===== src/rfe_pkg.sv =====
// Shared types, constants and helper functions of the RF frame builder and encoder.
package rfe_pkg;

  localparam int unsigned MESSAGE_BYTES = 31;
  localparam int unsigned HEADER_PAIRS  = 6;
  localparam int unsigned MAX_PAYLOAD   = 5;
  localparam int unsigned CFG_IDX_W     = 4;

  localparam logic [7:0] HDR_MARK_A = 8'hF0;
  localparam logic [7:0] HDR_MARK_B = 8'hFE;
  localparam logic [7:0] HDR_MARK_C = 8'h5A;
  localparam logic [7:0] PAD_BYTE   = 8'hF0;

  localparam logic [CFG_IDX_W-1:0] CFG_KEY     = CFG_IDX_W'(0);
  localparam logic [CFG_IDX_W-1:0] CFG_TX_ID   = CFG_IDX_W'(1);
  localparam logic [CFG_IDX_W-1:0] CFG_CNT_LOW = CFG_IDX_W'(2);
  localparam logic [CFG_IDX_W-1:0] CFG_CNT_HI  = CFG_IDX_W'(3);

  typedef enum logic [1:0] {
    KIND_HDR = 2'd0,
    KIND_MSG = 2'd1,
    KIND_SUM = 2'd2
  } cell_kind_e;

  typedef struct packed {
    cell_kind_e  kind;
    logic [7:0]  hi;
    logic [7:0]  lo;
  } rfe_cell_t;

  typedef struct packed {
    logic load;
    logic shift;
  } rfe_cell_ctl_t;

  typedef struct packed {
    logic [39:0] payload;
    logic [2:0]  payload_len;
    logic [31:0] id_salt;
    logic [23:0] header_random_a;
    logic [23:0] header_random_b;
    logic [15:0] header_random_c;
  } rfe_req_t;

  typedef struct packed {
    logic [7:0] first_byte;
    logic [7:0] second_byte;
    logic       last;
  } rfe_result_t;

  function automatic logic [5:0] code4to6(input logic [3:0] nib);
    logic [5:0] c;
    unique case (nib)
      4'h0: c = 6'h2d;
      4'h1: c = 6'h2e;
      4'h2: c = 6'h33;
      4'h3: c = 6'h35;
      4'h4: c = 6'h36;
      4'h5: c = 6'h29;
      4'h6: c = 6'h2a;
      4'h7: c = 6'h3c;
      4'h8: c = 6'h23;
      4'h9: c = 6'h25;
      4'hA: c = 6'h26;
      4'hB: c = 6'h39;
      4'hC: c = 6'h3a;
      4'hD: c = 6'h32;
      4'hE: c = 6'h3e;
      default: c = 6'h3f;
    endcase
    return c;
  endfunction

  // Plain message byte at position j; the checksum position is filled later.
  function automatic logic [7:0] msg_byte(
    input int unsigned j,
    input int unsigned msg_bytes,
    input logic [63:0] cnt_lo,
    input logic [63:0] cnt_hi,
    input logic [31:0] tx_id,
    input logic [31:0] salt,
    input logic [2:0]  len,
    input logic [39:0] payload
  );
    logic [7:0]  b;
    int unsigned k;
    b = PAD_BYTE;
    k = 0;
    if (j < 8) begin
      b = cnt_lo[8*j +: 8];
    end else if (j < 16) begin
      b = cnt_hi[8*(j-8) +: 8];
    end else if (j < 24) begin
      k = (j - 16) >> 1;
      b = ((j & 1) == 0) ? tx_id[8*k +: 8] : salt[8*k +: 8];
    end else if (j == 24) begin
      b = {5'd0, len};
    end else if ((j - 25) < MAX_PAYLOAD) begin
      k = j - 25;
      if ((k < 32'(len)) && (j < msg_bytes - 1)) begin
        b = payload[8*k +: 8];
      end
    end
    return b;
  endfunction

endpackage


===== src/rfe_cell.sv =====
// One cell of the frame chain: loads its part of the frame, then passes it toward the head.
module rfe_cell import rfe_pkg::*; (
  input  logic          clk_i,
  input  rfe_cell_ctl_t ctl_i,
  input  rfe_cell_t     load_i,
  input  rfe_cell_t     next_i,
  output rfe_cell_t     cell_o
);

  rfe_cell_t cell_q, cell_d;

  always_comb begin
    cell_d = cell_q;
    if (ctl_i.load) begin
      cell_d = load_i;
    end else if (ctl_i.shift) begin
      cell_d = next_i;
    end
  end

  always_ff @(posedge clk_i) begin
    cell_q <= cell_d;
  end

  assign cell_o = cell_q;

endmodule


===== src/rfe_coder.sv =====
// Output stage: keys and line-codes message bytes, forms the checksum, registers each beat.
module rfe_coder import rfe_pkg::*; (
  input  logic        clk_i,
  input  logic        rst_ni,
  input  logic        emit_i,
  input  rfe_cell_t   head_i,
  input  logic [7:0]  key_i,
  output logic        strobe_o,
  output rfe_result_t result_o
);

  logic [7:0]  sum_q, sum_d;
  logic        strobe_q;
  rfe_result_t result_q, result_d;
  logic [7:0]  plain;
  logic [7:0]  keyed;

  always_comb begin
    sum_d    = sum_q;
    result_d = result_q;
    plain    = head_i.lo;
    keyed    = 8'd0;
    if (emit_i) begin
      unique case (head_i.kind)
        KIND_MSG: begin
          plain = head_i.lo;
          sum_d = sum_q + head_i.lo;
        end
        KIND_SUM: begin
          // Two's complement of the running sum closes the message.
          plain = 8'd0 - sum_q;
          sum_d = 8'd0;
        end
        default: begin
          plain = head_i.lo;
        end
      endcase
      keyed = plain ^ key_i;
      if (head_i.kind == KIND_HDR) begin
        result_d.first_byte  = head_i.hi;
        result_d.second_byte = head_i.lo;
      end else begin
        result_d.first_byte  = {2'b00, code4to6(keyed[7:4])};
        result_d.second_byte = {2'b00, code4to6(keyed[3:0])};
      end
      result_d.last = (head_i.kind == KIND_SUM);
    end
  end

  always_ff @(posedge clk_i or negedge rst_ni) begin
    if (!rst_ni) begin
      sum_q    <= 8'd0;
      strobe_q <= 1'b0;
    end else begin
      sum_q    <= sum_d;
      strobe_q <= emit_i;
    end
  end

  always_ff @(posedge clk_i) begin
    result_q <= result_d;
  end

  assign strobe_o = strobe_q;
  assign result_o = result_q;

endmodule


===== src/rf_frame_builder_encoder.sv =====
// Top level of the RF frame builder and encoder: register file, cell chain and output stage.
//
// An accepted request loads the whole frame into a chain of 6 + MessageBytes cells at the
// accepting edge; the chain then moves one cell per cycle into the output stage, which puts
// one beat on result_o with out_strobe_o high for a single cycle. The first beat is shown once
// the loaded head cell has passed the output register and is taken at the edge that ends it. busy
// drops during the cycle that moves out the final cell, so a new request can be taken then and
// frames follow without a gap. The receiver cannot stall: every beat must be taken in the cycle
// it is shown. Configuration writes are always ready and must be made while no frame is in
// flight.
module rf_frame_builder_encoder import rfe_pkg::*; #(
  parameter int unsigned MessageBytes = MESSAGE_BYTES
) (
  input  logic                 clk_i,
  input  logic                 rst_ni,
  input  logic                 start,
  output logic                 busy,
  input  rfe_req_t             req_i,
  input  logic                 cfg_valid_i,
  output logic                 cfg_ready_o,
  input  logic [CFG_IDX_W-1:0] cfg_index_i,
  input  logic [63:0]          cfg_data_i,
  output logic                 out_strobe_o,
  output rfe_result_t          result_o
);

  localparam int unsigned NumCells = HEADER_PAIRS + MessageBytes;
  localparam int unsigned CntW     = $clog2(NumCells + 1);

  logic [7:0]  key_q;
  logic [31:0] tx_id_q;
  logic [63:0] cnt_lo_q;
  logic [63:0] cnt_hi_q;

  logic [CntW-1:0] left_q, left_d;
  logic            accept;
  logic            emit;
  logic [2:0]      len;
  logic [7:0]      hdr_sum;
  rfe_cell_ctl_t   ctl;

  rfe_cell_t cells [NumCells];
  rfe_cell_t loads [NumCells];

  assign cfg_ready_o = 1'b1;

  always_ff @(posedge clk_i or negedge rst_ni) begin
    if (!rst_ni) begin
      key_q    <= 8'd0;
      tx_id_q  <= 32'd0;
      cnt_lo_q <= 64'd0;
      cnt_hi_q <= 64'd0;
    end else if (cfg_valid_i && cfg_ready_o) begin
      unique case (cfg_index_i)
        CFG_KEY:     key_q    <= cfg_data_i[7:0];
        CFG_TX_ID:   tx_id_q  <= cfg_data_i[31:0];
        CFG_CNT_LOW: cnt_lo_q <= cfg_data_i;
        CFG_CNT_HI:  cnt_hi_q <= cfg_data_i;
        default: ;
      endcase
    end
  end

  assign busy   = (left_q > CntW'(1));
  assign accept = start && !busy;
  assign emit   = (left_q != '0);

  always_comb begin
    left_d = left_q;
    if (accept) begin
      left_d = CntW'(NumCells);
    end else if (emit) begin
      left_d = left_q - CntW'(1);
    end
  end

  always_ff @(posedge clk_i or negedge rst_ni) begin
    if (!rst_ni) begin
      left_q <= '0;
    end else begin
      left_q <= left_d;
    end
  end

  assign ctl.load  = accept;
  assign ctl.shift = emit;

  assign len = (req_i.payload_len > 3'(MAX_PAYLOAD)) ? 3'(MAX_PAYLOAD) : req_i.payload_len;

  assign hdr_sum = req_i.header_random_a[7:0]  + req_i.header_random_a[15:8]
                 + req_i.header_random_a[23:16] + req_i.header_random_b[7:0]
                 + req_i.header_random_b[15:8]  + req_i.header_random_b[23:16]
                 + req_i.header_random_c[7:0]   + req_i.header_random_c[15:8];

  assign loads[0] = '{kind: KIND_HDR, hi: HDR_MARK_A, lo: req_i.header_random_a[7:0]};
  assign loads[1] = '{kind: KIND_HDR, hi: req_i.header_random_a[15:8],
                      lo: req_i.header_random_a[23:16]};
  assign loads[2] = '{kind: KIND_HDR, hi: HDR_MARK_B, lo: req_i.header_random_b[7:0]};
  assign loads[3] = '{kind: KIND_HDR, hi: req_i.header_random_b[15:8],
                      lo: req_i.header_random_b[23:16]};
  assign loads[4] = '{kind: KIND_HDR, hi: HDR_MARK_C, lo: req_i.header_random_c[7:0]};
  assign loads[5] = '{kind: KIND_HDR, hi: req_i.header_random_c[15:8], lo: hdr_sum};

  for (genvar j = 0; j < MessageBytes; j++) begin : g_msg_load
    if (j == MessageBytes - 1) begin : g_sum
      assign loads[HEADER_PAIRS+j] = '{kind: KIND_SUM, hi: 8'd0, lo: 8'd0};
    end else begin : g_data
      assign loads[HEADER_PAIRS+j] = '{kind: KIND_MSG, hi: 8'd0,
                                       lo: msg_byte(j, MessageBytes, cnt_lo_q, cnt_hi_q,
                                                    tx_id_q, req_i.id_salt, len,
                                                    req_i.payload)};
    end
  end

  for (genvar i = 0; i < NumCells; i++) begin : g_cell
    rfe_cell_t next;
    if (i == NumCells - 1) begin : g_tail
      assign next = '{kind: KIND_HDR, hi: 8'd0, lo: 8'd0};
    end else begin : g_link
      assign next = cells[i+1];
    end
    rfe_cell u_cell (
      .clk_i  (clk_i),
      .ctl_i  (ctl),
      .load_i (loads[i]),
      .next_i (next),
      .cell_o (cells[i])
    );
  end

  rfe_coder u_coder (
    .clk_i    (clk_i),
    .rst_ni   (rst_ni),
    .emit_i   (emit),
    .head_i   (cells[0]),
    .key_i    (key_q),
    .strobe_o (out_strobe_o),
    .result_o (result_o)
  );

endmodule


===== config.mk =====
export PLATFORM = sky130hd
export DESIGN_NAME = rf_frame_builder_encoder
export DESIGN_NICKNAME = d
export VERILOG_FILES = /design/src/rfe_pkg.sv /design/src/rfe_cell.sv /design/src/rfe_coder.sv /design/src/rf_frame_builder_encoder.sv
export SDC_FILE = /design/constraint.sdc
export NUM_CORES = 1
export LEC_CHECK = 0
export BUFFER_PORTS_ARGS = -buffer_cell sky130_fd_sc_hd__buf_2
export CELL_PAD_IN_SITES_DETAIL_PLACEMENT = 1
export CELL_PAD_IN_SITES_GLOBAL_PLACEMENT = 1
export CORE_MARGIN = 3
export CORE_UTILIZATION = 30
export DETAILED_ROUTE_END_ITERATION = 6
export PLACE_DENSITY = 0.63
export SLEW_MARGIN = 40
export SYNTH_ARGS = -nofsm -noshare
export SYNTH_HDL_FRONTEND = slang
export SYNTH_SLANG_ARGS = --single-unit

===== constraint.sdc =====
create_clock -name clk_i -period 10.5 [get_ports clk_i]
set_input_delay 0.525 -clock clk_i [delete_from_list [all_inputs] [get_ports clk_i]]
set_output_delay 0.525 -clock clk_i [all_outputs]
set_load 0.1 [all_outputs]

==> results of run 1 <==
## cell type report
class / count / area share
Inverter: 90 / 0.0109
Multi-Input combinational cell: 1612 / 0.296
Antenna cell: 5 / 0.000402
Clock inverter: 31 / 0.0126
Timing Repair Buffer: 250 / 0.0451
Clock buffer: 101 / 0.0636
Tap cell: 1155 / 0.0464
Sequential cell: 608 / 0.525
## power breakdown
group | internal (mW) | switching (mW)
sequential | 3.44 | 0.364
combinational | 0.783 | 1.29
clock | 1.44 | 1.05
total | 5.66 | 2.70
## worst paths after layout
check	endpoint	slack, ps	cells after the start
setup / recovery	g_cell[5].u_cell.cell_o[6]	6720	16
hold / removal	cnt_hi_q[50]	140	2
setup reg to reg	g_cell[7].u_cell.cell_o[3]	6760	8
hold reg to reg	g_cell[35].u_cell.cell_o[16]	440	2
max in group asynchronous	key_q[3]	8800	3
min in group asynchronous	cnt_lo_q[42]	490	2
## synth_stat cells, types with 9 or more instances
cell and count:
nand2_1 982, edfxtp_1 324, dfrtp_1 183, mux2_2 171
clkbuf_1 113, dfxtp_1 101, inv_1 89, a21oi_1 70
nand3_1 65, o21ai_0 59, fa_1 40, nor2_1 38
ha_1 34, xnor2_1 25, and3_1 10, buf_2 9
mux2i_1 9
## per-stage QoR
| stage | utilization | hold slack (ps) |
|---|---|---|
| CTS | 0.358 | 85.9 |
| global route | 0.358 | 114 |
| global placement | 0.330 | 431 |
| floorplan | - | 229 |
| detailed placement | 0.330 | 438 |
| finish | 0.358 | 138 |
## state kept, by name, indices dropped and copies added, names as in the netlist
signal / flops
cnt_hi_q: 64
tx_id_q: 32
u_coder.sum_q: 8
cnt_lo_q: 64
u_coder.strobe_o: 1
key_q: 8
u_coder.result_o: 17
left_q: 6
g_cell.u_cell.cell_o: 408
## metal layers
| layer | vias to the layer above | wire length [um] | GRT usage |
|---|---|---|---|
| li1 | 8464 | - | - |
| met1 | 9063 | 32800 | 0.209 |
| met2 | 281 | 35000 | 0.262 |
| met3 | 114 | 3190 | 0.0314 |
| met4 | 12 | 1440 | 0.0445 |
| met5 | - | 80 | 0 |
## critical path, stage by stage
cell	delay, ps
buf_2	70
inv_1	50
fa_1	550
inv_1	70
fa_1	500
fa_1	500
inv_1	70
fa_1	540
inv_1	50
ha_1	220
fa_1	400
a21oi_1	150
nor2_1	50
nor2_1	110
xor2_1	160
o21ai_0	100
## logic make-up after synthesis
group                    Yosys count
AO/OA/AOI/OAI                    177
XOR/XNOR                          34
adder cells (fa/ha/maj)           74
buffers and inverters            216
flip-flops                       608
multiplexers                     180
other                              1
AND/OR/NAND/NOR                 1146
==> summary.md, run 1 <==
| Metric | Value |
|---|---|
| Post-CTS setup buffers | `0` |
| Longest Clk Path Bufs | `3` |
| Die H | `between 300 and 400 um` |
| Outcome | `finished clean` |
| Post-Syn Area per Cell | `10.8 um2` |
| Row count | `108` |
| Clk sink count | `608` |
| Drt drc | `0` |
| Nets | `slightly below 3000` |
| CTS Hold Buffers Added | `1` |
| Critical path launch point type | `input port` |
| Most frequent cells in the layout | `nand2_1, edfxtp_1, buf_2` |
| CTS tree | `built` |
| Die area | `between 90000 and 100000 um2` |
| Root Driver | `clkbuf_16` |
| Initial Util | `0.303` |
| Post-synth top area share | `0.370` |
| Adder-cell share of the synthesized area | `0.0466` |
| Fraction of registers with async set/reset | `0.301` |
| Fraction of synthesized area in multiplexers | `0.0766` |
| Final HPWL DP | `48.7 mm` |
| Minimum clock period | `3780 ps` |
| Routed len/inst | `18.8 um` |
| Largest family of logic cells by synthesized area | `simple AND/OR/NAND/NOR gates` |
| Post-synth EDFFs | `around 320` |
| Critical path origin | `req_i[26]` |
| Fin Setup TNS | `0 ps` |
| Mapped Cells | `2436` |
| Core region area | `86900 um2` |
| Leading area contributor after synthesis | `edfxtp_1` |
| Synth top area cells | `edfxtp_1, dfrtp_1, nand2_1, dfxtp_1, mux2_2` |
| Setup WS pre-CTS | `~6100 ps` |
| Fraction of layout cells with a size suffix above 1 | `0.201` |
| Vias in the first global route | `around 19000` |
| First-pass GRT wire length | `112 mm` |
| Post-synthesis simple-gate area fraction | `0.173` |
| FF-to-FF Start | `left_q[5]` |
| Num CTS Buffers | `71` |
| GP Congestion | `0.832` |
| Clk Latency, worst-skew pair | `630 ps` |
| Post-CTS sizing | `0` |
| Relative slew slack | `0.459` |
| Final setup skew | `approximately 38 ps` |
| GRT Total Usage | `0.157` |
| Detailed Route WL | `around 72 mm` |
| Max cap viols | `0` |
| Slew @ Worst Pin | `809 ps` |
| Pre-Repair DR Iteration Count | `4` |
| Design area | `31100 um2` |
| Seq. cell area | `16300 um2` |
| CP max FO | `2` |
| Distinct cell type count after synthesis | `62` |
| Peak supply drop | `0.142 mV` |
| Final Hold Viols | `0` |
| Crit. End Element | `flop` |
| Yosys reg bits | `608` |
| H-tree levels | `3` |
| Leakage | `~14 nW` |
| Pwr/cell area | `269 nW/um2` |
| Syn Nets | `2721` |
| Buffers on Ports | `229` |
| Ports | `231` |
| Synth warnings | `0` |
| Hold WC Path Type | `in2reg` |
| Placed cell count | `3713` |
| Via count | `roughly 18000` |
| Hold Startpoint | `cfg_data_i[50]` |
| Final setup viols | `0` |
| Clock transition at the registers of the reported paths | `~60 ps` |
| Area occupied by multi-input gates | `9220 um2` |
| Fillers | `between 9000 and 10000` |
| Setup CP Type | `in2reg` |
| Leading cell type in the layout, fill and taps excluded | `nand2_1` |
| Most used flip-flop cell after synthesis | `edfxtp_1` |
| Largest net degree at the start of global routing | `about 150` |
| P&R area growth vs syn | `18.2%` |
| DP Area | `about 29000 um2` |
| Fmax | `between 200 and 300 MHz` |
| Non-filler cells, final | `between 3000 and 4000` |
| Synth Area in XOR/XNOR | `0.0116` |
| Total power draw | `roughly 8.4 mW` |
| Worst path arrival time | `4120 ps` |
| Die outline width | `302 um` |
| Register area share after synthesis | `0.620` |
| CP required | `10840 ps` |
| Max Transition Viols Final | `0` |
| Compound-Gate Fraction of Synth Area | `0.0402` |
| Vias per cell | `between 4 and 5` |
| RSZ-0062 raised after global routing | `no` |
| DR iter-0 viols | `1123` |
| Initial antenna violation count | `17` |
| GR Overflow Total | `0` |
| Antenna viol nets, final | `0` |
| Mapped cell area | `26300 um2` |
| Final setup margin | `6720 ps` |
| Fin crit share | `0.360` |
Power figures use the tool's default switching activity.
==> run 2, diff against run 1 <==
PLACE_DENSITY = 0.65   (was 0.63)
clock period = 3.1 ns   (was 10.5 ns; I/O delays follow)
==> summary.md, run 2 (synthesized netlist as in run 1, its figures left out) <==
| Metric | Value |
|---|---|
| Post-Route Utilization | `0.390 (+0.0313)` |
| Slowest cell delay on critical path | `550 ps (about the same)` |
| Pwr/cell area | `866 nW/um2 (+220%)` |
| RSZ-0062 raised after global routing | `yes` |
| Crit. End Element | `flop` |
| Slew @ Worst Pin | `842 ps (+32.8 ps)` |
| Setup WS pre-CTS | `-827 ps (-6910 ps)` |
| DR iter-0 viols | `1195 (+6.4%)` |
| Top delay family on crit path | `adder cells` |
| CP required | `3460 ps (-7380 ps)` |
| Hold WS | `26.6 ps (-112 ps)` |
| Final HPWL DP | `50.6 mm (+3.9%)` |
| Routed len/inst | `18.7 um (-0.40%)` |
| Outcome | `finished with violations` |
| Via count | `18987 (+5.9%)` |
| Fillers | `9551 (-0.30%)` |
| Max reg flops | `408 (unchanged)` |
| Minimum clock period | `~3200 ps` |
| Most frequent cells in the layout | `nand2_1, edfxtp_1, buf_2` |
| Die area | `91300 um2 (unchanged)` |
| Clk sink count | `608 (unchanged)` |
| Worst path bufs/invs | `5 (unchanged)` |
| Nets | `3159 (+8.3%)` |
| CTS tree | `built` |
| Initial antenna violation count | `8 (-9)` |
| Failing checks | `setup timing` |
| GRT Total Usage | `0.167 (+0.00974)` |
| Fin Setup TNS | `-52.5 ps (-52.5 ps)` |
| Drt drc | `0 (unchanged)` |
| Initial Util | `0.303 (unchanged)` |
| Buffers on Ports | `229 (unchanged)` |
| Max Transition Viols Final | `0 (unchanged)` |
| Clk Latency, worst-skew pair | `650 ps (+20 ps)` |
| Setup CP Type | `in2reg` |
| Clock transition at the registers of the reported paths | `60 ps (about the same)` |
| GR Overflow Total | `0 (unchanged)` |
| Final setup margin | `-52.5 ps (-6770 ps)` |
| Die H | `302 um (unchanged)` |
| Relative slew slack | `0.437 (-0.0217)` |
| Hold WC Path Type | `in2reg` |
| Leading cell type in the layout, fill and taps excluded | `nand2_1` |
| Fin crit share | `1.02` |
| Ports | `231 (unchanged)` |
| Longest Clk Path Bufs | `3 (unchanged)` |
| Crit path cell chain | `buf_2, inv_2, fa_1, inv_2, fa_2, fa_1, inv_1, fa_1, inv_1, ha_2, fa_2, a21oi_2, nor2_1, nor2_1, xor2_1, o21ai_1` |
| Max cap viols | `0 (unchanged)` |
| Pre-Repair DR Iteration Count | `4 (unchanged)` |
| Final setup skew | `33.5 ps (-4.15 ps)` |
| Row count | `108 (unchanged)` |
| Root Driver | `clkbuf_16` |
| Hold Startpoint | `req_i[24]` |
| Critical path launch point type | `input port` |
| Detailed Route WL | `76.7 mm (+5.9%)` |
| FF-to-FF Start | `g_cell[0].u_cell.cell_o[16]` |
| Critical path origin | `req_i[10]` |
| P&R area growth vs syn | `28.6%` |
| GP Congestion | `0.872 (+4.8%)` |
| Area occupied by multi-input gates | `9280 um2 (+0.56%)` |
| Fmax | `317 MHz` |
| Met1 GRT Util | `0.218 (+0.00966)` |
| Fraction of layout cells with a size suffix above 1 | `0.214 (+0.0125)` |
| Die outline width | `302 um (unchanged)` |
| Leakage | `15.4 nW (+8.4%)` |
| Slowest stage cell on the critical path | `fa_1` |
| Seq. cell area | `16300 um2 (unchanged)` |
| Core region area | `86900 um2 (unchanged)` |
| Vias in the first global route | `20673 (+7.4%)` |
| Cell mode on critical path | `fa_1` |
| CP max FO | `2 (unchanged)` |
| Met2 Usage GRT | `0.285 (+0.0236)` |
| First-pass GRT wire length | `119 mm (+5.9%)` |
| Peak supply drop | `0.580 mV (+310%)` |
| Final setup viols | `1 (+1)` |
| Post-CTS setup buffers | `0 (unchanged)` |
| GR peak layer | `met2` |
| Total power draw | `29.3 mW (+250%)` |
| Met3 Use GR | `0.0258 (-0.00553)` |
| Num CTS Buffers | `71 (unchanged)` |
| Worst path arrival time | `3510 ps (-610 ps)` |
| Largest net degree at the start of global routing | `190 (+26%)` |
| Vias per cell | `4.64 (-0.41%)` |
| H-tree levels | `3 (unchanged)` |
| Antenna viol nets, final | `0 (unchanged)` |
| Final Hold Viols | `0 (unchanged)` |
==> run 2: cell types whose count changed in the layout (fill, tap and decap cells not counted), sizes merged <==
| cell | previous run | this run |
|---|---|---|
| buf | 248 | 297 |
| clkbuf | 102 | 93 |
| clkinv | 23 | 26 |
| clkinvlp | 1 | 4 |
| diode | 5 | 8 |
| dlygate4sd3 | 1 | 194 |
| inv | 93 | 94 |
==> run 2: final timing paths <==
check                      slack, ps  cells after the start                          end
setup / recovery                 -50                     16   g_cell[5].u_cell.cell_o[6]
hold / removal                    30                      3   g_cell[3].u_cell.cell_o[8]
setup reg to reg                 190                      9         u_coder.result_o[13]
hold reg to reg                  440                      2  g_cell[2].u_cell.cell_o[16]
max in group asynchronous       1640                      5             u_coder.sum_q[1]
min in group asynchronous        490                      3                 cnt_lo_q[51]
==> run 2: power by group <==
| group | internal [mW] | switching [mW] |
|---|---|---|
| combinational | 3.20 | 4.62 |
| clock | 5.00 | 3.63 |
| sequential | 11.6 | 1.24 |
| total | 19.8 | 9.49 |
==> run 2: through the flow <==
stage / cell area [um2] / std cells
3_3_place_gp: 29300 / 3759
3_5_place_dp: 29300 / 3759
5_1_grt: 33800 / 4091
2_1_floorplan: 26400 / 2436
4_1_cts: 33700 / 4083
6_report: 33800 / 4095
==> run 2: cell type report <==
cell class,count,area share
well taps,1155,0.0427
multi-input cells,1612,0.274
clock inverters,38,0.0130
inverters,90,0.0104
clock buffers,93,0.0594
diodes,8,0.000591
flip-flops and latches,608,0.482
repair buffers,491,0.117
==> run 2: worst register-to-register path: stages, from the launching register on <==
cell and delay, ps:
dfxtp_1 310, inv_1 80, ha_1 450, buf_4 290, or3b_2 470, a2bb2oi_1 350
a2111o_1 270, and2_1 160, nor3b_1 50, o31ai_1 280
==> run 2: metal layers <==
layer,up-vias,wire [um],share of wire
met4,4,1930,0.025
met1,9569,34500,0.45
met5,-,27,0.00035
met3,114,2960,0.039
met2,338,37300,0.49
li1,8962,-,-
==> run 2: timing repair <==
action | 4_1_cts | 5_1_grt
hold buffers | 193 | 1
endpoints found under the hold margin | 376 | 21
pin swaps | 10 | 14
gates resized for setup | 11 | 13
endpoints found under the setup margin | 2 | 9
==> run 3, diff against run 2 <==
ABC_AREA = 1   (was unset)
PLACE_DENSITY = 0.66   (was 0.65)
==> summary.md, run 3 <==
| Metric | Value |
|---|---|
| Clock transition at the registers of the reported paths | `60 ps (about the same)` |
| Worst path arrival time | `3530 ps (+20 ps)` |
| Failing checks | `setup timing` |
| Crit. End Element | `flop` |
| Fraction of layout cells with a size suffix above 1 | `0.136 (-0.0775)` |
| CP max FO | `2 (unchanged)` |
| Max cap viols | `0 (unchanged)` |
| P&R area growth vs syn | `26.8%` |
| Row count | `108 (unchanged)` |
| Synth warnings | `0 (unchanged)` |
| Clk sink count | `608 (unchanged)` |
| Largest net degree at the start of global routing | `129 (-32%)` |
| DR iter-0 viols | `1247 (+4.4%)` |
| Initial antenna violation count | `14 (+6)` |
| Clk Latency, worst-skew pair | `610 ps (-40 ps)` |
| Leading cell type in the layout, fill and taps excluded | `nand2_1` |
| Setup CP Type | `in2reg` |
| CP required | `3460 ps (about the same)` |
| Leading area contributor after synthesis | `edfxtp_1` |
| Final setup skew | `26.6 ps (-6.95 ps)` |
| Max Transition Viols Final | `0 (unchanged)` |
| Mapped Cells | `2768 (+14%)` |
| Fmax | `316 MHz (-0.43%)` |
| Syn Nets | `3053 (+12%)` |
| Post-Syn Area per Cell | `9.53 um2 (-12%)` |
| H-tree levels | `3 (unchanged)` |
| Root Driver | `clkbuf_16` |
| Register area share after synthesis | `0.619 (-0.00135)` |
| Non-filler cells, final | `4412 (+7.7%)` |
| Final setup viols | `3 (+2)` |
| Pwr/cell area | `871 nW/um2 (+0.50%)` |
| Drt drc | `0 (unchanged)` |
| Synth top area cells | `edfxtp_1, nand2_1, dfrtp_1, dfxtp_1, o21ai_0` |
| Post-synth top area share | `0.369 (-0.000806)` |
| Final Hold Viols | `0 (unchanged)` |
| Post-synth EDFFs | `324 (unchanged)` |
| Via count | `20283 (+6.8%)` |
| Longest Clk Path Bufs | `3 (unchanged)` |
| Buffers on Ports | `229 (unchanged)` |
| Num CTS Buffers | `73 (+2.8%)` |
| Mapped cell area | `26400 um2 (+0.22%)` |
| Vias per cell | `4.60 (-0.85%)` |
| Vias in the first global route | `21396 (+3.5%)` |
| Max reg flops | `408 (unchanged)` |
| Yosys reg bits | `608 (unchanged)` |
| Setup WS pre-CTS | `-674 ps (+153 ps)` |
| Slew @ Worst Pin | `758 ps (-84.1 ps)` |
| Relative slew slack | `0.495 (+0.0578)` |
| Fin crit share | `1.02 (+0.00436)` |
| Commonest cells post-synth | `nand2_1, edfxtp_1, o21ai_0, inv_1, dfrtp_1` |
| Die outline width | `303 um (+0.11%)` |
| Peak supply drop | `0.505 mV (-13%)` |
| Ports | `231 (unchanged)` |
| Final HPWL DP | `53.7 mm (+6.3%)` |
| GP Congestion | `0.810 (-7.1%)` |
| Die area | `91500 um2 (+0.22%)` |
| Initial Util | `0.303 (about the same)` |
| GRT Total Usage | `0.178 (+0.0105)` |
| GR Overflow Total | `0 (unchanged)` |
| Outcome | `finished with violations` |
| Leakage | `15.8 nW (+2.7%)` |
| Distinct cell type count after synthesis | `41 (-34%)` |
| Antenna viol nets, final | `0 (unchanged)` |
| Final setup margin | `-66.0 ps (-13.5 ps)` |
| Core region area | `87000 um2 (+0.16%)` |
| RSZ-0062 raised after global routing | `yes` |
| Hold WC Path Type | `in2reg` |
| Minimum clock period | `3170 ps (+13.5 ps)` |
| Nets | `3473 (+9.9%)` |
| Routed len/inst | `18.5 um (-1.1%)` |
| Cell with the most instances after synthesis | `nand2_1` |
| CTS tree | `built` |
| Detailed Route WL | `81.7 mm (+6.5%)` |
| Placed cell count | `4081 (+8.6%)` |
| Most used flip-flop cell after synthesis | `edfxtp_1` |
| Die H | `303 um (+0.11%)` |
| Fraction of registers with async set/reset | `0.301 (unchanged)` |
| Critical path launch point type | `input port` |
| Fillers | `9956 (+4.2%)` |
| First-pass GRT wire length | `125 mm (+5.3%)` |
| Most frequent cells in the layout | `nand2_1, edfxtp_1, o21ai_0` |
| Pre-Repair DR Iteration Count | `5 (+1)` |
==> run 3: cell types whose count changed after synthesis, sizes merged, moves of 11 or more <==
| cell | previous run | this run |
|---|---|---|
| o21ai | 59 | 248 |
| nand3 | 65 | 86 |
| mux2 | 171 | 0 |
| nand2 | 982 | 1223 |
| xnor2 | 25 | 14 |
| clkbuf | 113 | 52 |
| buf | 13 | 84 |
| inv | 89 | 208 |
==> run 3: metal layers <==
layer | vias to the layer above | track usage | part of all wire
met5 | - | 0 | 0.00083
met4 | 10 | 0.0529 | 0.028
met3 | 137 | 0.0333 | 0.047
met2 | 421 | 0.293 | 0.48
met1 | 9946 | 0.238 | 0.45
li1 | 9769 | - | -
==> run 3: path summary, 6_finish.rpt <==
check / cells past startpoint / from / endpoint / slack (ps)
max reg2reg: 14 / g_cell[0].u_cell.cell_o[16] / u_coder.result_o[2] / 450
max: 15 / req_i[43] / g_cell[5].u_cell.cell_o[4] / -70
max in group asynchronous: 3 / rst_ni / cnt_hi_q[34] / 2120
min in group asynchronous: 2 / rst_ni / cnt_hi_q[6] / 130
min: 3 / cfg_data_i[1] / cnt_hi_q[1] / 20
min reg2reg: 2 / g_cell[3].u_cell.cell_o[10] / g_cell[2].u_cell.cell_o[10] / 450
==> run 3: logic make-up (layout without fill, tap and decap cells) <==
logic type | after synthesis | after routing | synth area share
AND/OR/NAND/NOR | 1368 | 1368 | 0.201
adder cells (fa/ha/maj) | 74 | 74 | 0.0465
AO/OA/AOI/OAI | 348 | 348 | 0.0696
XOR/XNOR | 24 | 24 | 0.00825
flip-flops | 608 | 608 | 0.619
other | 1 | 9 | 0.000142
buffers and inverters | 345 | 826 | 0.0552
==> run 3: stage by stage <==
stage                     TNS, ps  hold WS (ps)  cell area (um2)  power, mW   util
after floorplan             -1130          -141            26400       17.5      -
after global placement      -2730           230            29100       20.0  0.335
after detailed placement    -2940           228            29100       20.3  0.335
after CTS                       0          4.26            33300       29.1  0.383
after global routing         -575          21.9            33400       31.1  0.384
final                        -181          20.8            33500       29.1  0.384
==> run 3: what timing repair did <==
item,in CTS,in global routing
hold endpoints to repair,319,0
resized for setup,6,21
pin swaps,6,26
setup endpoints to repair,2,4
cloned,0,0
setup buffers,1,2
hold buffers,184,0
==> run 3: critical path, stage by stage <==
cell	delay (ps)
buf_6	70
inv_4	30
fa_1	550
inv_2	40
fa_1	520
fa_1	560
inv_2	50
fa_1	520
inv_2	60
buf_6	120
buf_6	110
fa_2	370
buf_6	140
xnor2_2	140
o21ai_1	80
==> run 3: where the power goes <==
group	internal, mW	switching (mW)
clock network	4.86	3.47
logic	3.01	5.17
registers	11.5	1.09
total	19.4	9.73
==> run 3: area by class of cell <==
cell class / instances / area (um2) / share of cell area
clock buffer: 103 / 2030 / 0.0607
sequential: 608 / 16300 / 0.488
antenna: 8 / 20.0 / 0.000598
tap: 1155 / 1450 / 0.0432
multi-input combinational: 1815 / 8760 / 0.262
inverter: 209 / 802 / 0.0240
timing repair buffer: 481 / 3790 / 0.113
clock inverter: 33 / 284 / 0.00849
